===== config.mk =====
export PLATFORM = sky130hd
export DESIGN_NAME = uxe_queue
export DESIGN_NICKNAME = d
export VERILOG_FILES = /design/src/design/uxe_pkg.sv /design/src/design/uxe_queue.sv
export SDC_FILE = /design/constraint.sdc
export NUM_CORES = 1
export LEC_CHECK = 0
export ABC_CLOCK_PERIOD_IN_PS = 4000
export BUFFER_PORTS_ARGS = -buffer_cell sky130_fd_sc_hd__clkbuf_2
export CAP_MARGIN = 20
export CELL_PAD_IN_SITES_DETAIL_PLACEMENT = 0
export CELL_PAD_IN_SITES_GLOBAL_PLACEMENT = 1
export CORE_ASPECT_RATIO = 1.75
export CORE_MARGIN = 8
export CORE_UTILIZATION = 45
export CTS_CLUSTER_SIZE = 28
export DETAILED_ROUTE_END_ITERATION = 10
export PLACE_DENSITY = 0.77
export SKIP_CTS_REPAIR_TIMING = 1
export SLEW_MARGIN = 25
export SYNTH_ARGS = -nofsm -noshare
export SYNTH_HDL_FRONTEND = slang
export SYNTH_SLANG_ARGS = --single-unit

===== constraint.sdc =====
create_clock -name clk -period 4 [get_ports clk]
set_input_delay 0.4 -clock clk [delete_from_list [all_inputs] [get_ports clk]]
set_output_delay 0.4 -clock clk [all_outputs]
set_load 0.03 [all_outputs]

===== src/design/uxe_pkg.sv =====
package uxe_pkg;

  // Sequence and alphabet limits
  localparam int MAX_LEN       = 65536;
  localparam int ALPHABET_SIZE = 32;
  localparam int RES_W         = 5;
  localparam int ADDR_W        = $clog2(ALPHABET_SIZE * ALPHABET_SIZE);
  localparam int STEP_W        = $clog2(MAX_LEN + 1);

  // Field widths
  localparam int SCORE_W = 8;
  localparam int SEED_W  = 16;
  localparam int SUM_W   = 24;
  localparam int POS_W   = 17;
  localparam int DROP_W  = 8;

  // Drop-off after reset
  localparam logic [DROP_W-1:0] DROP_RESET = 8'd22;

  // Queue between front and back
  localparam int QUEUE_DEPTH = 4;
  localparam int QPTR_W      = $clog2(QUEUE_DEPTH);
  localparam int QCNT_W      = $clog2(QUEUE_DEPTH + 1);

  typedef enum logic [1:0] {
    CMD_LOAD   = 2'd0,
    CMD_RIGHT  = 2'd1,
    CMD_LEFT   = 2'd2,
    CMD_FINISH = 2'd3
  } cmd_t;

  // One classified request on its way to the extension back end
  typedef struct packed {
    cmd_t                      cmd;
    logic signed [SCORE_W-1:0] score;
    logic [SEED_W-1:0]         seed;
  } item_t;

endpackage


===== src/design/uxe_queue.sv =====
module uxe_queue (
  input  logic                       clk,
  input  logic                       rst,
  input  logic                       push,
  input  uxe_pkg::item_t             push_item,
  input  logic                       pop,
  output logic                       head_valid,
  output uxe_pkg::item_t             head_item,
  output logic [uxe_pkg::QCNT_W-1:0] count
);

  uxe_pkg::item_t              entries [uxe_pkg::QUEUE_DEPTH];
  logic [uxe_pkg::QPTR_W-1:0]  wr_ptr;
  logic [uxe_pkg::QPTR_W-1:0]  rd_ptr;

  assign head_valid = (count != '0);
  assign head_item  = entries[rd_ptr];

  // Store pushed requests
  always_ff @(posedge clk) begin
    if (push) begin
      entries[wr_ptr] <= push_item;
    end
  end

  // Advance pointers and occupancy
  always_ff @(posedge clk) begin
    if (rst) begin
      wr_ptr <= '0;
      rd_ptr <= '0;
      count  <= '0;
    end else begin
      if (push) begin
        wr_ptr <= wr_ptr + 1'b1;
      end
      if (pop) begin
        rd_ptr <= rd_ptr + 1'b1;
      end
      if (push && !pop) begin
        count <= count + 1'b1;
      end else if (pop && !push) begin
        count <= count - 1'b1;
      end
    end
  end

`ifndef SYNTHESIS
  a_pop_not_empty: assert property (@(posedge clk) disable iff (rst)
    pop |-> (count != '0))
    else $error("queue popped while empty");
`endif

endmodule


==> Yosys cells after proc, flatten, opt, wreduce, memory -nomap -nowiden <==
Memories as Yosys holds them, arrays and structs flattened. A register that Yosys moved wholly into a read port is not among the register bits.
Index checks and enable logic that the tools add are counted.
{ "word_totals": {"rom_bits": 0, "n_memories": 1, "wordCells": 20, "ramBits": 104, "latchBits": 0, "input_bits": 30, "reg_bits": 7, "out_inout_bits": 30} }
{ "op_classes": {"n_mux": 6, "n_addsub": 4, "shift": 0, "n_eq_ne": 0, "mul": 0, "bitwise": 0, "div_mod_pow": 0, "reduce_logical": 6, "order_cmp": 0} }
{ "memory_table": {"columns": ["name", "depth", "word_bits", "rd", "rd_clocked_by_memory_dff", "wr", "line_no", "source"], "rows": [
  ["entries", 4, 26, 1, 1, 1, "uxe_queue.sv:12", "uxe_pkg::item_t entries [uxe_pkg::QUEUE_DEPTH];"]
]} }
{ "ops": {"columns": ["cell", "count"], "rows": [
  ["$mux 3", 2],
  ["$add 2x1->2 const B", 2],
  ["$mux 2", 2],
  ["$add 3x1->3 const B", 1],
  ["$reduce_bool 3->1", 1],
  ["$sub 3x1->3 const B", 1],
  ["$logic_and 1x1->1", 2],
  ["$logic_not 1->1", 2],
  ["$mux 1", 2],
  ["$reduce_bool 2->1", 1]
]} }

==> Logic depth before layout (Yosys ltp) <==
{ "logic_depth": {"ltp_word": 4, "ltp_mapped": 7, "ltp_nobuf": 7} }

==> Worst setup path after synthesis <==
No wires, ideal clock.
{ "synth_path": {"kind": "input-to-reg", "start": "in pop", "end": "reg count[2] (netlist bit)", "setup_slack_ps": 2359, "t_arrival_ps": 1571, "setup_time_ps": 70, "required_ps": 3930, "path_stages": 7, "n_path_buf": 0, "cell_sequence": "inv_1 ha_1 inv_1 fa_1 xor2_1 or3_1 a21oi_1"} }
{ "synth_via": {"elab_chain_cells": 3, "word_cells_on_any_way": 5, "cone_classes": "mux: 1; reduce/logical: 4"} }
{ "synth_lines": {"columns": ["element", "line_no", "source"], "rows": [
  ["start: declaration", "uxe_queue.sv:6", "input logic pop,"],
  ["$logic_not 1->1", "uxe_queue.sv:39", "if (push && !pop) begin"],
  ["$logic_and 1x1->1", "uxe_queue.sv:39", null],
  ["$mux 3 or $reduce_bool 2->1 (tied branches)", null, null],
  ["end signal: assignment", "uxe_queue.sv:40", "count <= count + 1'b1;"],
  ["end signal: assignment", "uxe_queue.sv:42", "count <= count - 1'b1;"],
  ["end: declaration", "uxe_queue.sv:9", "output logic [uxe_pkg::QCNT_W-1:0] count"]
]} }
Parallel ways exist; a longest one is shown, timed or not.
A chain may end at the register's enable or synchronous reset.

==> reports/results.txt <==
Status = finished clean
Relative slew slack = 0.394
Net switching power figure = 0.692 mW
Final net count = 291
CP Class = register to output pin
Unrepaired setup endpoints after global routing = no
Gate count after technology mapping = 179
Total GRT Usage = 0.129
H-tree depth = 4
LEAKAGE = 1.85 nW
Fraction of power consumed by sequential logic = 0.463
Power per Cell Area = 583 mW/mm²
CP top delay family = flip-flops
First-pass GRT wire length = 11500 µm
Number of antenna violations at the first check in global routing = 0
Number of vias per cell = 5.09
Final Slew Violations = 0
Mean area per synthesized cell = 23.6 µm²
Final design area excluding fillers = 0.00515 mm²
Final worst path period share = 0.654
Crit path max fanout = 26
Area added between synthesis and finish = 22.0%
Cell depth of the worst setup path = 2
Clock transition time at the flip-flop clock pins of the worst setup and hold paths = 0.05 ns
Worst path buffer plus inverter count = 1
Classification of the worst-slack hold path = input port to register
Worst r2r path cells = 3
Number of sinks handled by clock tree synthesis = 113
Max Clock Skew = 0.00496 ns
Overall power = 3.00 mW
Minimum setup slack among reg-to-reg paths = 2.24 ns
Dpl cell area = 0.00464 mm²
Max clock buf depth = 2
Number of flip-flops and latches in the synthesized netlist = 113
Post-layout min period = 2.61 ns
IO buf count = 59
Max-cap check violation count = 0
Worst-skew pair later-pin latency = 0.41 ns
Remaining Overflow, GRT = 0
Cell-by-cell trace of the critical path = mux4_1 -> clkbuf_2
Cell at the slowest stage of the critical path = dfxtp_2
Cell area after technology mapping = 0.00422 mm²
Share of total power in the clock network = 0.429
Portion of the post-synthesis area used by sequential elements = 0.783
Post-route non-filler standard cell count = 389
Total core area = 0.00929 mm²
TritonRoute pass-1 iters = 4
Count of different cell masters after synthesis = 21
Commonest cells after routing, fill and taps aside = edfxtp_1, clkbuf_2, mux4_2
Hold Slack = 0.215 ns
Share of layout cells above drive strength 1 = 0.408
Highest Clock Rate = 382 MHz
Data required, critical path = 3.60 ns
Count of unresolved DRC violations after routing = 0
Chip Height = 144 µm
Diodes inserted = 0
Final Setup Violations = 0
Maximum resistive drop on vdd = 444 µV
Switching share of power = 0.231
Nature of the critical path startpoint = register
Routed wire length = 7230 µm
Synth warnings = 0
Inserted Clock Buffers = 17
Detailed-route via count = 1980
Cells after DPL = 358
CTS root buffer = clkbuf_16
Iteration-0 DRC count of the detailed router = 114
WL per Instance = 18.6 µm
Total half-perimeter wirelength after legalization and detailed placement = 4510 µm
Category of the worst setup path capture point = output pin
Count of pins on the block boundary = 60
Final Wtd Congestion = 0.698
Combinational group share of total power = 0.107
Die width = 89.2 µm
Critical path's largest stage delay = 0.92 ns
Overall die area = 0.0129 mm²
Post-DRT Antenna Nets = 0
Internal power summed over all cells = 2.31 mW
Number of filler instances in the final layout = 766
Most common cell after layout, fill and taps aside = edfxtp_1
Transition time at the pin with the least slew margin = 0.909 ns
Pin count of the biggest net entering global routing = 27
Net count after synthesis = 215
Cell depth of the worst hold path = 1
Hold violation total from the final report = 0
Initial standard-cell utilization of the core = 0.454
CTS tree = built
Placement Rows = 47
Via count of the first global-routing pass = 2198
Arrival time of data at the critical path endpoint = 2.21 ns
Setup TNS after final layout = 0 ns
-- synthesized netlist by cell type --
master	count	area share
a21oi_1	1	0.0012
and2_1	4	0.0059
buf_12	2	0.0095
buf_2	2	0.0024
buf_6	1	0.0027
clkbuf_1	1	0.00089
clkbuf_2	1	0.0012
dfxtp_1	9	0.043
edfxtp_1	104	0.74
fa_1	1	0.0047
ha_1	5	0.015
inv_1	4	0.0036
mux2i_1	2	0.0047
mux4_1	6	0.037
mux4_2	20	0.11
nand2_1	1	0.00089
nor2_1	7	0.0062
o21ai_0	1	0.0012
or3_1	2	0.0030
xnor2_1	2	0.0042
xor2_1	3	0.0062
-- cells by family after synthesis --
logic type	Yosys count	synth area share
simple gates	14	0.0160
xor+xnor	5	0.0104
flops	113	0.783
buf+inv	11	0.0202
compound gates	2	0.00237
mux	28	0.149
fa+ha+maj	6	0.0196
-- power groups by stage --
| stage | logic [mW] | clock network (mW) | registers [mW] |
|---|---|---|---|
| after floorplan | 0.237 | 0 | 1.41 |
| after global placement | 0.325 | 0 | 1.41 |
| after detailed placement | 0.328 | 0 | 1.42 |
| after CTS | 0.329 | 1.31 | 1.39 |
| after global routing | 0.345 | 1.37 | 1.40 |
| final | 0.322 | 1.29 | 1.39 |
-- per-layer routing --
metal  track usage  part of all wire  up-vias
li1              -                 -      898
met1         0.127              0.36     1014
met2         0.210              0.55       48
met3        0.0535             0.060       20
met4        0.0899             0.032        0
met5             0                 0        -
-- stage by stage --
step / utilization / worst slack [ns]
global placement: 0.499 / 1.70
detailed placement: 0.499 / 1.72
finish: 0.554 / 1.39
floorplan: - / 2.36
CTS: 0.554 / 1.27
global route: 0.554 / 1.23
-- final cells by class --
| cell class | count | area (µm²) | share of cell area |
|---|---|---|---|
| Sequential cell | 113 | 3300 | 0.642 |
| Multi-Input combinational cell | 55 | 832 | 0.162 |
| Clock buffer | 22 | 444 | 0.0863 |
| Timing Repair Buffer | 64 | 333 | 0.0646 |
| Tap cell | 122 | 153 | 0.0296 |
| Clock inverter | 9 | 67.6 | 0.0131 |
| Inverter | 4 | 15.0 | 0.00292 |
-- path summary, 6_finish.rpt --
path,startpoint,to
worst max register to register,wr_ptr[0],entries[3][3]
worst min register to register,count[2],count[2]
worst min-delay path,push_item[22],entries[1][22]
worst max-delay path,register,head_item[25]
-- worst reg2reg max path: stages, from the launching register on --
cell and delay (ns):
dfxtp_1 0.41, ha_1 0.18, and2_1 0.46, buf_4 0.38
-- registers in the layout, summed over array words and instances, names as in the netlist, named ones only --
register  flops
rd_ptr        2
entries     104
count         3
wr_ptr        2
No activity file was read; power rests on OpenSTA's default activity.
