`src/design/uxe_pkg.sv`:
```
package uxe_pkg;

  // Sequence and alphabet limits
  localparam int MAX_LEN       = 65536;
  localparam int ALPHABET_SIZE = 32;
  localparam int RES_W         = 5;
  localparam int ADDR_W        = $clog2(ALPHABET_SIZE * ALPHABET_SIZE);
  localparam int STEP_W        = $clog2(MAX_LEN + 1);

  // Field widths
  localparam int SCORE_W = 8;
  localparam int SEED_W  = 16;
  localparam int SUM_W   = 24;
  localparam int POS_W   = 17;
  localparam int DROP_W  = 8;

  // Drop-off after reset
  localparam logic [DROP_W-1:0] DROP_RESET = 8'd22;

  // Queue between front and back
  localparam int QUEUE_DEPTH = 4;
  localparam int QPTR_W      = $clog2(QUEUE_DEPTH);
  localparam int QCNT_W      = $clog2(QUEUE_DEPTH + 1);

  typedef enum logic [1:0] {
    CMD_LOAD   = 2'd0,
    CMD_RIGHT  = 2'd1,
    CMD_LEFT   = 2'd2,
    CMD_FINISH = 2'd3
  } cmd_t;

  // One classified request on its way to the extension back end
  typedef struct packed {
    cmd_t                      cmd;
    logic signed [SCORE_W-1:0] score;
    logic [SEED_W-1:0]         seed;
  } item_t;

endpackage

```
`src/design/uxe_back.sv`:
```
module uxe_back (
  input  logic                        clk,
  input  logic                        rst,
  input  logic                        cfg_valid,
  output logic                        cfg_ready,
  input  logic [uxe_pkg::DROP_W-1:0]  cfg_data,
  input  logic                        head_valid,
  input  uxe_pkg::item_t              head_item,
  output logic                        pop,
  output logic                        out_valid,
  input  logic                        out_ready,
  output logic signed [uxe_pkg::SUM_W-1:0] out_best,
  output logic [uxe_pkg::POS_W-1:0]   out_left,
  output logic [uxe_pkg::POS_W-1:0]   out_right
);

  localparam int THR_W = uxe_pkg::SUM_W + 2;
  localparam int PSUM_W = uxe_pkg::POS_W + 1;

  logic [uxe_pkg::DROP_W-1:0]         drop_off;
  logic signed [uxe_pkg::SUM_W-1:0]   running_sum, running_sum_next;
  logic signed [uxe_pkg::SUM_W-1:0]   best_sum, best_sum_next;
  logic [uxe_pkg::POS_W-1:0]          best_right_offset, best_right_offset_next;
  logic signed [uxe_pkg::POS_W-1:0]   best_left_offset, best_left_offset_next;
  logic [uxe_pkg::STEP_W-1:0]         step_offset, step_offset_next;
  logic                               phase_stopped, phase_stopped_next;
  logic                               left_started, left_started_next;

  logic                               is_left;
  logic [uxe_pkg::STEP_W-1:0]         eff_step;
  logic                               eff_stopped;
  logic signed [uxe_pkg::SUM_W-1:0]   base_sum;
  logic signed [uxe_pkg::SUM_W:0]     wide_sum;
  logic signed [uxe_pkg::SUM_W-1:0]   sat_sum;
  logic signed [THR_W-1:0]            drop_thr;
  logic                               new_best;
  logic                               drop_hit;
  logic                               take_pair;
  logic                               load_out;

  // Right offsets reach MAX_LEN, so the offset comes in one bit wider
  function automatic logic [uxe_pkg::POS_W-1:0] pos_clip(
    input logic [uxe_pkg::SEED_W-1:0] seed,
    input logic signed [PSUM_W-1:0] off
  );
    logic signed [PSUM_W-1:0] p;
    p = $signed({{(PSUM_W-uxe_pkg::SEED_W){1'b0}}, seed}) + off;
    if (p < 0) begin
      return '0;
    end
    return p[uxe_pkg::POS_W-1:0];
  endfunction

  // Drop-off register; the user must write it only while idle, the block itself does not enforce this
  assign cfg_ready = 1'b1;
  always_ff @(posedge clk) begin
    if (rst) begin
      drop_off <= uxe_pkg::DROP_RESET;
    end else if (cfg_valid) begin
      drop_off <= cfg_data;
    end
  end

  // Pop pairs freely; a finish waits for the output slot
  assign load_out = head_valid && (head_item.cmd == uxe_pkg::CMD_FINISH) &&
                    (!out_valid || out_ready);
  assign pop      = head_valid && ((head_item.cmd != uxe_pkg::CMD_FINISH) || !out_valid ||
                                   out_ready);

  // The first left pair restarts the phase from the best sum
  assign is_left     = (head_item.cmd == uxe_pkg::CMD_LEFT);
  assign eff_step    = (is_left && !left_started) ? '0 : step_offset;
  assign eff_stopped = (is_left && !left_started) ? 1'b0 : phase_stopped;
  assign base_sum    = (is_left && !left_started) ? best_sum : running_sum;

  // Saturating add and the two stop tests
  assign wide_sum = (uxe_pkg::SUM_W+1)'(base_sum) + (uxe_pkg::SUM_W+1)'(head_item.score);
  always_comb begin
    if (wide_sum > (uxe_pkg::SUM_W+1)'(signed'({1'b0, {(uxe_pkg::SUM_W-1){1'b1}}}))) begin
      sat_sum = {1'b0, {(uxe_pkg::SUM_W-1){1'b1}}};
    end else if (wide_sum < (uxe_pkg::SUM_W+1)'(signed'({1'b1, {(uxe_pkg::SUM_W-1){1'b0}}})))
    begin
      sat_sum = {1'b1, {(uxe_pkg::SUM_W-1){1'b0}}};
    end else begin
      sat_sum = wide_sum[uxe_pkg::SUM_W-1:0];
    end
  end
  assign drop_thr = THR_W'(best_sum) - $signed({{(THR_W-uxe_pkg::DROP_W){1'b0}}, drop_off});
  assign new_best = sat_sum > best_sum;
  assign drop_hit = (THR_W'(sat_sum) <= drop_thr) || sat_sum[uxe_pkg::SUM_W-1];

  always_comb begin
    case (head_item.cmd)
      uxe_pkg::CMD_RIGHT: take_pair = !left_started && !phase_stopped &&
                                      (int'(step_offset) < uxe_pkg::MAX_LEN);
      uxe_pkg::CMD_LEFT:  take_pair = !eff_stopped && (int'(eff_step) < uxe_pkg::MAX_LEN);
      default:            take_pair = 1'b0;
    endcase
  end

  // Next extension state
  always_comb begin
    running_sum_next       = running_sum;
    best_sum_next          = best_sum;
    best_right_offset_next = best_right_offset;
    best_left_offset_next  = best_left_offset;
    step_offset_next       = step_offset;
    phase_stopped_next     = phase_stopped;
    left_started_next      = left_started;
    if (pop) begin
      case (head_item.cmd)
        uxe_pkg::CMD_RIGHT: begin
          if (take_pair) begin
            step_offset_next = step_offset + 1'b1;
            if (step_offset == '0) begin
              running_sum_next       = uxe_pkg::SUM_W'(head_item.score);
              best_sum_next          = uxe_pkg::SUM_W'(head_item.score);
              best_right_offset_next = uxe_pkg::POS_W'(1);
            end else begin
              running_sum_next = sat_sum;
              if (new_best) begin
                best_sum_next          = sat_sum;
                best_right_offset_next = uxe_pkg::POS_W'(step_offset + 1'b1);
              end else if (drop_hit) begin
                phase_stopped_next = 1'b1;
              end
            end
          end
        end
        uxe_pkg::CMD_LEFT: begin
          left_started_next  = 1'b1;
          phase_stopped_next = eff_stopped;
          step_offset_next   = eff_step;
          running_sum_next   = base_sum;
          if (take_pair) begin
            step_offset_next = eff_step + 1'b1;
            running_sum_next = sat_sum;
            if (new_best) begin
              best_sum_next         = sat_sum;
              best_left_offset_next = uxe_pkg::POS_W'(-$signed({1'b0, eff_step}));
            end else if (drop_hit) begin
              phase_stopped_next = 1'b1;
            end
          end
        end
        uxe_pkg::CMD_FINISH: begin
          running_sum_next       = '0;
          best_sum_next          = '0;
          best_right_offset_next = uxe_pkg::POS_W'(1);
          best_left_offset_next  = uxe_pkg::POS_W'(1);
          step_offset_next       = '0;
          phase_stopped_next     = 1'b0;
          left_started_next      = 1'b0;
        end
        default: begin
          running_sum_next = running_sum;
        end
      endcase
    end
  end

  always_ff @(posedge clk) begin
    if (rst) begin
      running_sum       <= '0;
      best_sum          <= '0;
      best_right_offset <= uxe_pkg::POS_W'(1);
      best_left_offset  <= uxe_pkg::POS_W'(1);
      step_offset       <= '0;
      phase_stopped     <= 1'b0;
      left_started      <= 1'b0;
    end else begin
      running_sum       <= running_sum_next;
      best_sum          <= best_sum_next;
      best_right_offset <= best_right_offset_next;
      best_left_offset  <= best_left_offset_next;
      step_offset       <= step_offset_next;
      phase_stopped     <= phase_stopped_next;
      left_started      <= left_started_next;
    end
  end

  // Output register: load on finish, drop when taken
  always_ff @(posedge clk) begin
    if (rst) begin
      out_valid <= 1'b0;
    end else if (load_out) begin
      out_valid <= 1'b1;
    end else if (out_ready) begin
      out_valid <= 1'b0;
    end
  end

  always_ff @(posedge clk) begin
    if (load_out) begin
      out_best  <= best_sum;
      out_left  <= pos_clip(head_item.seed, PSUM_W'(best_left_offset));
      out_right <= pos_clip(head_item.seed, $signed({1'b0, best_right_offset}));
    end
  end

`ifndef SYNTHESIS
  a_sum_below_best: assert property (@(posedge clk) disable iff (rst)
    running_sum <= best_sum)
    else $error("running sum exceeds best sum");
  a_left_start_cause: assert property (@(posedge clk) disable iff (rst)
    $rose(left_started) |-> $past(pop && (head_item.cmd == uxe_pkg::CMD_LEFT)))
    else $error("left phase began without a left pair");
  a_finish_clears: assert property (@(posedge clk) disable iff (rst)
    load_out |=> (best_sum == '0) && !left_started && (step_offset == '0))
    else $error("finish did not clear the extension");
`endif

endmodule

```
`config.mk`:
```
export PLATFORM = sky130hd
export DESIGN_NAME = uxe_back
export DESIGN_NICKNAME = d
export VERILOG_FILES = /design/src/design/uxe_pkg.sv /design/src/design/uxe_back.sv
export SDC_FILE = /design/constraint.sdc
export NUM_CORES = 1
export LEC_CHECK = 0
export ABC_AREA = 1
export BUFFER_PORTS_ARGS = -buffer_cell sky130_fd_sc_hd__buf_2
export CAP_MARGIN = 20
export CORE_UTILIZATION = 57
export DETAILED_ROUTE_END_ITERATION = 6
export PLACE_DENSITY = 0.81
export SLEW_MARGIN = 20
export SYNTH_ARGS = -nofsm -noshare
export SYNTH_HDL_FRONTEND = slang
export SYNTH_SLANG_ARGS = --single-unit
```
`constraint.sdc`:
```
create_clock -name clk -period 6.7 [get_ports clk]
set_clock_uncertainty 0.1 [all_clocks]
set_input_delay 0.335 -clock clk [delete_from_list [all_inputs] [get_ports clk]]
set_output_delay 0.335 -clock clk [all_outputs]
set_load 0.05 [all_outputs]
```
* Word level (Yosys, flattened, before mapping)
Cells that the tools add are included.
Storage, ports and cells: bits in registers 168, bits in latches 0, memory bits (writable) 0, ROM bits 0, output and inout port bits 61, word-level logic and storage cells 108, memories 0
Cells by class: $add $sub $neg 7, $mul 0, div/mod/pow operators 0, order comparisons 8, eq/ne operators 11, shifts and indexed selects 0, muxes and demuxes 44, bitwise logic cells 0, reductions and logical operators 26
Operators by type and width (number):
- $mux 24 | 10
- $mux 17 | 12
- $pmux 24 s3 | 2
- $pmux 17 s2 | 2
- $pmux 17 s3 | 1
- $lt 18x1->1 const B | 2
- $add 17x1->17 const B | 2
- $lt 17x17->1 const B | 2
- $add 24x8->25 | 1
- $gt 25x24->1 const B | 1
- $le 24x25->1 | 1
- $lt 25x24->1 const B | 1
- $sub 24x9->25 | 1
- $gt 24x24->1 | 1
- $add 16x17->18 | 1
- $add 17x17->18 | 1
- $logic_not 17->1 | 1
- $neg 17->17 | 1
- $mux 1 | 14
- $reduce_and 4->1 | 3
- $ne 2x2->1 const B | 5
- $logic_and 1x1->1 | 7
- $reduce_and 6->1 | 1
- $reduce_bool 2->1 | 3
- other kinds (11) | 20

* Depth between registers and ports, before layout
Gate-level depths: netlist of the first run.
word-level depth 14, mapped depth 43, depth with buffers taken out 40

* Worst setup path after synthesis of the first run
OpenSTA, ideal clock, no wires.
path type in2reg, start input head_item[24] (netlist name), end register best_right_offset[15] (netlist name), library setup time 0.070 ns, data arrival time 5.365 ns, required time 6.530 ns, path slack 1.165 ns, stages on the path 40, cell sequence inv_1 ha_1 buf_4 inv_4 nor2_4 inv_1 clkbuf_1 clkbuf_1 o21ai_0 ha_1 nand2_1 nand2_1 a21oi_1 nand2_1 a21oi_1 o21bai_2 a21oi_1 o21bai_1 [... 4 more ...] nand2_2 ha_1 nand2_1 nor2_1 nand4_1 inv_1 nand2_1 o2111ai_1 a31oi_1 xor2_1 nand2_1 a21boi_1 o21bai_1 nand2_1 inv_2 buf_2 nand3_1 a21oi_1
On the way: longest elaborated chain between the ends 10
Ends and longest elaborated chain:
- from (decl) | line uxe_back.sv:8 | input uxe_pkg::item_t head_item,
- $eq 2x2->1 | line uxe_back.sv:71, uxe_back.sv:93
- $logic_and 1x1->1 | line uxe_back.sv:72, uxe_back.sv:73, uxe_back.sv:74
- $mux 24 | line uxe_back.sv:74 | assign base_sum = (is_left && !left_started) ? best_sum : running_sum;
- $add 24x8->25 | line uxe_back.sv:77 | assign wide_sum = (uxe_pkg::SUM_W+1)'(base_sum) + (uxe_pkg::SUM_W+1)'(head_item.score);
- $lt 25x24->1 | line uxe_back.sv:81 | end else if (wide_sum < (uxe_pkg::SUM_W+1)'(signed'({1'b1, {(uxe_pkg::SUM_W-1){1'b0}}})))
- $mux 24 | line uxe_back.sv:81
- $mux 24 | line uxe_back.sv:79 | if (wide_sum > (uxe_pkg::SUM_W+1)'(signed'({1'b0, {(uxe_pkg::SUM_W-1){1'b1}}}))) begin
- $gt 24x24->1 | line uxe_back.sv:89 | assign new_best = sat_sum > best_sum;
- $ne 3x3->1 (no source line)
- $reduce_and 4->1 (no source line)
- to (signal assigned) | line uxe_back.sv:166 | best_right_offset <= uxe_pkg::POS_W'(1);
- to (signal assigned) | line uxe_back.sv:174 | best_right_offset <= best_right_offset_next;
- to (decl) | line uxe_back.sv:23 | logic [uxe_pkg::POS_W-1:0] best_right_offset, best_right_offset_next;
Several ways; a longest one is shown, not always the timed one. A chain may end at the register's enable or synchronous reset.

* Final worst setup path of the first run
start register left_started, end register best_left_offset[1] (netlist name)
On the way: longest elaborated chain between the ends 10
Ends and longest elaborated chain:
- from (decl) | line uxe_back.sv:27 | logic left_started, left_started_next;
- from (signal assigned) | line uxe_back.sv:178 | left_started <= left_started_next;
- $logic_not 1->1 (*)
- $logic_and 1x1->1 | line uxe_back.sv:72, uxe_back.sv:73, uxe_back.sv:74
- $mux 24 | line uxe_back.sv:74
- $add 24x8->25 | line uxe_back.sv:77
- $lt 25x24->1 | line uxe_back.sv:81
- $mux 24 | line uxe_back.sv:81
- $mux 24 | line uxe_back.sv:79
- $gt 24x24->1 | line uxe_back.sv:89
- $ne 2x1->1 (no source line)
- $reduce_and 4->1 (no source line)
- to (signal assigned) | line uxe_back.sv:167 | best_left_offset <= uxe_pkg::POS_W'(1);
- to (signal assigned) | line uxe_back.sv:175 | best_left_offset <= best_left_offset_next;
- to (decl) | line uxe_back.sv:24 | logic signed [uxe_pkg::POS_W-1:0] best_left_offset, best_left_offset_next;
Every way passes the cells marked *; elsewhere a longest branch is shown, timed or not. The select of a mux whose other input is x is not followed.

==> results of run 1 <==
-- sequential cells by signal, indices dropped and copies added, names as in the netlist --
name and cells:
out_best 24, left_started 1, running_sum 24, out_left 17, out_right 17, best_left_offset 17, out_valid 1, drop_off 8
phase_stopped 1, best_sum 24, best_right_offset 17, step_offset 17
-- final timing paths --
| path | end | slack [ps] |
|---|---|---|
| min reg2reg | best_left_offset[0]$_SDFFE_PP1P_ | 380 |
| min | drop_off[1]$_SDFFE_PP1P_ | 30 |
| max reg2reg | best_left_offset[1]$_SDFFE_PP0P_ | 620 |
| max | best_left_offset[1]$_SDFFE_PP0P_ | 620 |
-- metrics by stage --
step | instance area [µm²] | util [%] | hold WS, ps | power (mW) | setup WS [ps]
finish | 14200 | 64.5 | 31.5 | 4.23 | 624
detailed placement | 13600 | 61.7 | 363 | 3.16 | 160
CTS | 14100 | 64.4 | 25.5 | 4.17 | 514
floorplan | 12800 | - | 333 | 2.67 | 1160
global placement | 13600 | 61.7 | 355 | 3.11 | 327
global route | 14200 | 64.5 | 38.0 | 4.49 | 217
-- report_power, final --
group | internal [mW] | switching [mW]
logic | 0.683 | 1.31
registers | 1.16 | 0.0645
clock network | 0.560 | 0.451
total | 2.40 | 1.82
-- tightest hold or removal path, delay by kind of cell --
family,cells,cell delay (ps)
compound gates,2,120
buf+inv,1,80
-- cells in the final DEF, fill, tap and decap left out, types with 58 or more instances in the layout --
master    netlist  final
dfxtp_1       110    110
edfxtp_1       58     58
o21ai_0       124    122
nand3_1        80     80
inv_1         239    238
nand2_1       311    310
a21oi_1       120    120
nor2_1        185    183
ha_1          120    120
buf_2          10     98
-- layer usage --
metal  vias to the layer above  GRT usage, %  share of wire (%)
met3                        57          4.59                 11
li1                       6131             -                  -
met2                       706          43.2                 41
met5                         -             0                  0
met4                         0          7.43                1.5
met1                      5753          47.7                 47
-- cell type report --
class                   instances  area, µm²
multi-input cells            1277       7640
clock buffers                  18        429
inverters                     255        965
repair buffers                119        661
well taps                     280        350
clock inverters                14        164
fillers                      1882       7810
flip-flops and latches        168       3940
-- cell families (layout without fill, tap and decap cells) --
group | after synthesis | count (layout) | synth area share (%)
adder cells (fa/ha/maj) | 124 | 124 | 12.3
AO/OA/AOI/OAI | 408 | 408 | 19.6
XOR/XNOR | 63 | 63 | 4.31
other | 1 | 1 | 0.0293
AND/OR/NAND/NOR | 681 | 681 | 23.3
buffers and inverters | 319 | 406 | 9.69
flip-flops | 168 | 168 | 30.8
==> results.tsv, run 1 <==
stage	metric	value	unit
worst_setup_path	delay-heaviest family, CP	compound AO/OA/AOI/OAI gates	
sta	final-report hold violation count	0	
detailed_routing	Vias	12647	
sta	fin. max-slew vios	0	
global_routing	Overflow after GRT	0	
floorplanning	site row count	54	
placed_design	routability cong.	0.985	
yosys	Mapped Nets	1927	
sta	min Tclk post-route	6080	ps
placed_design	DP Cell Count	2099	
floorplanning	core area	22000	µm²
hold_path	hold path depth	3	
power_and_ir_drop	PD cells	299	nW/µm²
yosys	flops & latches, synth	168	
placed_design	Final HPWL DP	26800	µm
worst_setup_path	crit path max fanout	49	
yosys	Yosys cell types	57	
yosys	Syn Inst Count	1764	
sta	Max Clock Freq	165	MHz
cells_and_area	Nets	2001	
worst_setup_path	slowest cell on the critical path	dfxtp_1	
sta	count of final setup violators	0	
yosys	Synth area leaders	dfxtp_1 (17%), edfxtp_1 (14%), ha_1 (12%)	
clocking	Root Driver	clkbuf_16	
worst_setup_path	most used cell, CP	nand2_1	
floorplanning	die height	152	µm
yosys	Post-synth EDFFs	58	
yosys	YS warnings	0	
worst_setup_path	r2r worst-path depth	35	
global_routing	initial antenna violation count	0	
cells_and_area	Area growth syn-to-layout	10.5	%
detailed_routing	post-DR vias/cell	5.93	
worst_setup_path	CP Class	flop to flop	
yosys	commonest cells in the netlist	nand2_1 (311), inv_1 (239), nor2_1 (185), o21ai_0 (124)	
floorplanning	Die W	152	µm
cells_and_area	Final Non-Filler Cells	2131	
detailed_routing	TritonRoute pass-1 iters	7	
floorplanning	Ports	100	
clocking	Skew-Pair Late Insertion Delay	440	ps
power_and_ir_drop	Peak VDD IR	0.193	mV
yosys	asr flop ratio synth	0	%
power_and_ir_drop	Leak	6.66	nW
worst_setup_path	crit-path max cell delay	490	ps
detailed_routing	WL/cell	16.8	µm
clocking	hold-fix buffers at CTS	0	
clocking	htree depth	4	
detailed_routing	DRT iter0 DRCs	1623	
run	maxcap violations	0	
yosys	Yosys top cell area share	17.2	%
detailed_routing	detailed-route DRC error count	50	
clocking	Resized cells post-CTS	0	
worst_setup_path	startpoint types	flop	
clocking	clock buffer count from CTS	17	
placed_design	number of I/O port buffers	98	
worst_setup_path	WP depth	35	
detailed_routing	routed wire length	35800	µm
status	failing checks	DRC	
worst_setup_path	Worst EP required	6890	ps
worst_setup_path	Arrival @ worst endpoint	6260	ps
detailed_routing	Routed Antenna Nets	0	
floorplanning	initial core utilization	58.3	%
sta	Setup TNS Final	0	ps
clocking	CTS tree	built	
hold_path	Hold/Removal Path Class	input pin to flop	
hold_path	hold path start	cfg_data[1]	
yosys	top_reg_cell synth	dfxtp_1	
yosys	register area share after synthesis	30.8	%
yosys	most numerous cell in the Yosys netlist	nand2_1	
global_routing	largest net degree at the start of global routing	59	
cells_and_area	Antenna Cells	0	
yosys	cell type with the largest total area after synthesis	dfxtp_1	
sta	crit share post-route	90.7	%
yosys	syn avg cell area	7.26	µm²
floorplanning	Die Footprint	23100	µm²
worst_setup_path	Setup crit end kind	flop	
worst_setup_path	buffer and inverter count on the worst path	9	
worst_setup_path	worst setup path startpoint	left_started$_SDFFE_PP0P_	
yosys	Mapped Area	12800	µm²
worst_setup_path	reg-to-reg startpoint	left_started$_SDFFE_PP0P_	
sta	Worst-Margin Slew	959	ps
global_routing	gr usage total	30.5	%
clocking	# clock sinks	168	
sta	RSZ-0062 raised after global routing	no	
status	status	complete, but fails checks	
sta	Max-slew headroom	35.9	%
global_routing	first-pass GRT wire length	57000	µm
cells_and_area	layout cells sized above 1	11.7	%
clocking	clock-pin transition on the worst setup and hold timing paths	70	ps
global_routing	number of global-route vias before repair	11052	
clocking	Clock Tree Buf Depth	2	
clocking	postcts setup bufs	0	
(Power assumes the default switching activity.)
==> run 2, diff against run 1 <==
CELL_PAD_IN_SITES_DETAIL_PLACEMENT = 1   (was default)
CELL_PAD_IN_SITES_GLOBAL_PLACEMENT = 1   (was default)
CORE_UTILIZATION = 45   (was 57)
PLACE_DENSITY = 0.86   (was 0.81)
==> run 2 against run 1 <==
The flow now finishes without violations; sequential cell count is the same; critical endpoint is now best_left_offset[13]$_SDFFE_PP0P_; setup slack worse by 33 ps; utilization shrank 13 points; total power grew 2.0%; hold slack got worse by 14 ps; die area rose by 26%; count of clock-buffer cells in the layout grew 2; first-iteration DRC count fell by 33%; cell count is 4.9% higher; combinational power rose by 6%; register-to-register slack worse by 30 ps.
==> results.tsv, run 2 (synthesized netlist as in run 1, its figures left out) <==
stage	metric	value	unit
placed_design	Final HPWL DP	32600	µm
clocking	Skew-Pair Late Insertion Delay	450	ps
hold_path	hold path start	cfg_data[2]	
cells_and_area	Nets	2007	
cells_and_area	Area growth syn-to-layout	11.6	%
clocking	Clock Tree Buf Depth	2	
power_and_ir_drop	sw power	1.92	mW
power_and_ir_drop	sequential power share	28.4	%
global_routing	first-pass GRT wire length	70900	µm
worst_setup_path	most used cell, CP	nand2_1	
cells_and_area	top flop regs	best_sum x24, out_best x24, running_sum x24	
sta	Max-slew headroom	27.4	%
power_and_ir_drop	switching share of total power	44.7	%
hold_path	Hold/Removal Path Class	input pin to flop	
cells_and_area	most frequent cells in the layout	nand2_1 (311), inv_1 (238), nor2_1 (182)	
worst_setup_path	crit-path max cell delay	440	ps
clocking	postcts setup bufs	0	
worst_setup_path	startpoint types	flop	
clocking	clock buffer count from CTS	17	
global_routing	largest net degree at the start of global routing	60	
power_and_ir_drop	Combinational Power Share	48.7	%
cells_and_area	most common cell after layout, fill and taps aside	nand2_1	
sta	crit share post-route	91.2	%
global_routing	gr usage total	31.3	%
worst_setup_path	r2r worst-path depth	33	
detailed_routing	Routed Antenna Nets	0	
cells_and_area	multi-input logic area	7640	µm²
sta	fin. max-slew vios	0	
clocking	Root Driver	clkbuf_16	
worst_setup_path	crit path max fanout	49	
status	status	finished, final reports clean	
sta	RSZ-0062 raised after global routing	no	
floorplanning	Ports	100	
placed_design	number of I/O port buffers	98	
floorplanning	core area	27900	µm²
detailed_routing	TritonRoute pass-1 iters	5	
detailed_routing	WL/cell	19.9	µm
floorplanning	Die W	171	µm
floorplanning	die height	171	µm
detailed_routing	Vias	12979	
sta	count of final setup violators	0	
detailed_routing	detailed-route DRC error count	0	
worst_setup_path	CP Class	flop to flop	
global_routing	Overflow after GRT	0	
worst_setup_path	Arrival @ worst endpoint	6380	ps
sta	Worst-Margin Slew	1090	ps
cells_and_area	finished layout cell area	14300	µm²
sta	min Tclk post-route	6110	ps
cells_and_area	FF+latch area	3940	µm²
cells_and_area	fin util	51.3	%
worst_setup_path	worst setup path startpoint	left_started$_SDFFE_PP0P_	
floorplanning	Die Footprint	29200	µm²
power_and_ir_drop	Clock power frac	22.9	%
power_and_ir_drop	Peak VDD IR	0.179	mV
worst_setup_path	Setup crit end kind	flop	
worst_setup_path	Reg2Reg Setup Slack	590	ps
floorplanning	initial core utilization	46.0	%
detailed_routing	routed wire length	44400	µm
cells_and_area	fill count	3576	
cells_and_area	Antenna Cells	0	
clocking	# clock sinks	168	
floorplanning	site row count	61	
power_and_ir_drop	Power Internal	2.39	mW
placed_design	Placed Area	13700	µm²
detailed_routing	post-DR vias/cell	5.81	
run	maxcap violations	0	
clocking	CTS tree	built	
worst_setup_path	reg-to-reg startpoint	left_started$_SDFFE_PP0P_	
power_and_ir_drop	PD cells	302	nW/µm²
sta	Max Clock Freq	164	MHz
global_routing	number of global-route vias before repair	13438	
hold_path	hold path depth	3	
power_and_ir_drop	Leak	6.69	nW
cells_and_area	layout cells sized above 1	12.1	%
placed_design	routability cong.	0.919	
clocking	htree depth	4	
sta	final-report hold violation count	0	
detailed_routing	DRT iter0 DRCs	1084	
sta	Setup TNS Final	0	ps
clocking	clock-pin transition on the worst setup and hold timing paths	70	ps
worst_setup_path	Worst EP required	6970	ps
global_routing	initial antenna violation count	0	
worst_setup_path	slowest cell on the critical path	dfxtp_1	
-- run 2: layout make-up --
class,instances,share of cell area (%)
clock buffer,20,3.12
clock inverter,12,0.796
inverter,255,6.73
multi-input combinational,1277,53.5
sequential,168,27.6
tap,378,3.31
timing repair buffer,125,4.99
-- run 2: path summary, 6_finish.rpt --
kind | end
max reg2reg | best_left_offset[13]$_SDFFE_PP0P_
max | best_left_offset[13]$_SDFFE_PP0P_
min reg2reg | best_right_offset[12]$_SDFFE_PP0P_
min | drop_off[2]$_SDFFE_PP1P_
-- run 2: per-layer routing --
metal  up-vias  part of all wire, %  track usage, %
li1       6152                    -               -
met4         0                  3.5            13.5
met2       435                   49            55.1
met5         -                    0               0
met1      6286                   43            38.0
met3       106                  5.0            3.93
-- run 2: critical path: cells and delay by family, from the launching register on --
| family | cells | cell delay [ps] |
|---|---|---|
| AND/OR/NAND/NOR | 14 | 1450 |
| adder cells (fa/ha/maj) | 3 | 900 |
| XOR/XNOR | 1 | 160 |
| buffers and inverters | 7 | 1370 |
| flip-flops | 1 | 440 |
| AO/OA/AOI/OAI | 8 | 1580 |
-- run 2: per-stage QoR --
stage                     hold WS (ps)  worst slack, ps  total power, mW  instances
final                             17.6              591             4.31       2235
after detailed placement           363              248             3.29       2202
after CTS                         10.5              618             4.29       2234
after global routing              19.1             95.2             4.60       2235
after global placement             359              603             3.20       2202
after floorplan                    333             1160             2.67       1764
-- run 2: what timing repair did --
action,in CTS,in global routing
resized for setup,0,1
hold buffers,0,0
setup endpoints to repair,0,7
-- run 2: power groups by stage --
stage	combinational (mW)	sequential, mW	clock, mW
after floorplan	1.39	1.28	0
after global routing	2.34	1.23	1.03
final	2.10	1.22	0.988
after detailed placement	2.05	1.24	0
after global placement	1.96	1.24	0
after CTS	2.07	1.22	0.998
==> run 3, diff against run 2 <==
CORE_UTILIZATION = 37   (was 45)
PLACE_DENSITY = 0.74   (was 0.86)
==> run 3 against run 2 <==
Total power grew 0.62%; sequential cell count stayed put; utilization shrank 8.7 points; count of clock-buffer cells in the layout shrank 3; wire length decreased by 2.3%; clock power is 4% higher; sequential share of layout area is 0.18 points lower; design area up 0.67%; sequential power barely moved; largest cell class unchanged.
==> results.tsv, run 3 (synthesized netlist as in run 1, its figures left out) <==
stage	metric	value	unit
detailed_routing	post-DR vias/cell	5.50	
floorplanning	initial core utilization	37.9	%
sta	crit share post-route	91.2	%
placed_design	Final HPWL DP	32400	µm
sta	Setup TNS Final	0	ps
clocking	postcts setup bufs	0	
power_and_ir_drop	Leak	6.70	nW
worst_setup_path	Setup crit end kind	flop	
detailed_routing	Routed Antenna Nets	0	
clocking	CTS tree	built	
worst_setup_path	crit path max fanout	49	
cells_and_area	Area growth syn-to-layout	12.3	%
worst_setup_path	CP Class	flop to flop	
cells_and_area	most common cell after layout, fill and taps aside	nand2_1	
sta	fin. max-slew vios	0	
cells_and_area	fin util	42.6	%
cells_and_area	Nets	2004	
global_routing	number of global-route vias before repair	13026	
cells_and_area	Antenna Cells	0	
floorplanning	Ports	100	
detailed_routing	Vias	12655	
run	maxcap violations	0	
hold_path	hold path start	cfg_data[4]	
global_routing	first-pass GRT wire length	69700	µm
clocking	Clock Tree Buf Depth	2	
placed_design	routability cong.	0.916	
floorplanning	Die Footprint	35400	µm²
power_and_ir_drop	Peak VDD IR	0.220	mV
sta	Max-slew headroom	25.1	%
global_routing	Overflow after GRT	0	
worst_setup_path	most used cell, CP	nand2_1	
sta	RSZ-0062 raised after global routing	no	
sta	min Tclk post-route	6110	ps
detailed_routing	WL/cell	18.8	µm
cells_and_area	most frequent cells in the layout	nand2_1 (310), inv_1 (238), nor2_1 (182)	
worst_setup_path	Worst EP required	6980	ps
clocking	Root Driver	clkbuf_16	
placed_design	number of I/O port buffers	98	
detailed_routing	TritonRoute pass-1 iters	5	
sta	count of final setup violators	0	
sta	Worst-Margin Slew	1120	ps
clocking	clock buffer count from CTS	17	
cells_and_area	top flop regs	best_sum x24, out_best x24, running_sum x24	
worst_setup_path	worst setup path startpoint	left_started$_SDFFE_PP0P_	
worst_setup_path	crit-path max cell delay	450	ps
cells_and_area	layout cells sized above 1	12.0	%
cells_and_area	fill count	4317	
clocking	clock-pin transition on the worst setup and hold timing paths	80	ps
status	status	finished, final reports clean	
floorplanning	site row count	67	
hold_path	Hold/Removal Path Class	input pin to flop	
sta	final-report hold violation count	0	
clocking	hold-fix buffers at CTS	0	
floorplanning	Die W	188	µm
power_and_ir_drop	PD cells	301	nW/µm²
floorplanning	die height	188	µm
detailed_routing	detailed-route DRC error count	0	
clocking	htree depth	4	
clocking	# clock sinks	168	
clocking	Resized cells post-CTS	0	
global_routing	gr usage total	25.0	%
worst_setup_path	reg-to-reg startpoint	left_started$_SDFFE_PP0P_	
worst_setup_path	slowest cell on the critical path	dfxtp_1	
global_routing	initial antenna violation count	0	
floorplanning	core area	33800	µm²
worst_setup_path	Arrival @ worst endpoint	6390	ps
worst_setup_path	startpoint types	flop	
detailed_routing	routed wire length	43400	µm
sta	Max Clock Freq	164	MHz
clocking	Skew-Pair Late Insertion Delay	470	ps
detailed_routing	DRT iter0 DRCs	645	
global_routing	largest net degree at the start of global routing	60	
## run 3: changes by cell type in the layout (fill, tap and decap cells not counted), sizes merged
cell	change
clkbuf	-3
buf	-3
clkinv	+2
inv	+2
clkinvlp	-1
## run 3: layer usage
metal | vias to the layer above | share of wire [%] | GRT usage [%]
met3 | 74 | 4.3 | 3.28
met1 | 6138 | 46 | 32.5
met5 | - | 0 | 0
met2 | 302 | 47 | 41.6
met4 | 0 | 2.9 | 9.94
li1 | 6141 | - | -
## run 3: stage by stage
stage	hold slack (ps)	power, mW	setup WS (ps)	area, µm²	cells
5_1_grt	31.6	4.66	77.6	14400	2302
3_3_place_gp	357	3.25	446	13800	2270
6_report	11.0	4.34	592	14400	2302
3_5_place_dp	362	3.31	202	13800	2270
4_1_cts	0.663	4.34	628	14400	2302
2_1_floorplan	333	2.67	1160	12800	1764
## run 3: area by class of cell
cell class / count / area [µm²] / share of cell area (%)
Tap cell: 448 / 561 / 3.89
Sequential cell: 168 / 3940 / 27.4
Inverter: 255 / 962 / 6.69
Clock inverter: 15 / 161 / 1.12
Timing Repair Buffer: 122 / 696 / 4.83
Multi-Input combinational cell: 1277 / 7640 / 53.1
Clock buffer: 17 / 425 / 2.96
## run 3: where the power goes
group	switching, mW	total, mW	internal [mW]
Clock	0.500	1.03	0.528
Combinational	1.39	2.09	0.700
Sequential	0.0618	1.22	1.16
## run 3: worst paths after layout
path                                                            to  slack [ps]  cells after the start
worst max-delay path            best_right_offset[15]$_SDFFE_PP0P_         590                     36
worst min-delay path                      drop_off[4]$_SDFFE_PP1P_          10                      3
worst max register to register  best_right_offset[15]$_SDFFE_PP0P_         590                     36
worst min register to register            drop_off[2]$_SDFFE_PP1P_         380                      2
## run 3: worst max-delay path: cells and delay by family, from the launching register on
family / cells / cell delay, ps
buffers and inverters: 7 / 960
flip-flops: 1 / 450
XOR/XNOR: 2 / 260
adder cells (fa/ha/maj): 3 / 940
AND/OR/NAND/NOR: 15 / 1550
AO/OA/AOI/OAI: 9 / 1750
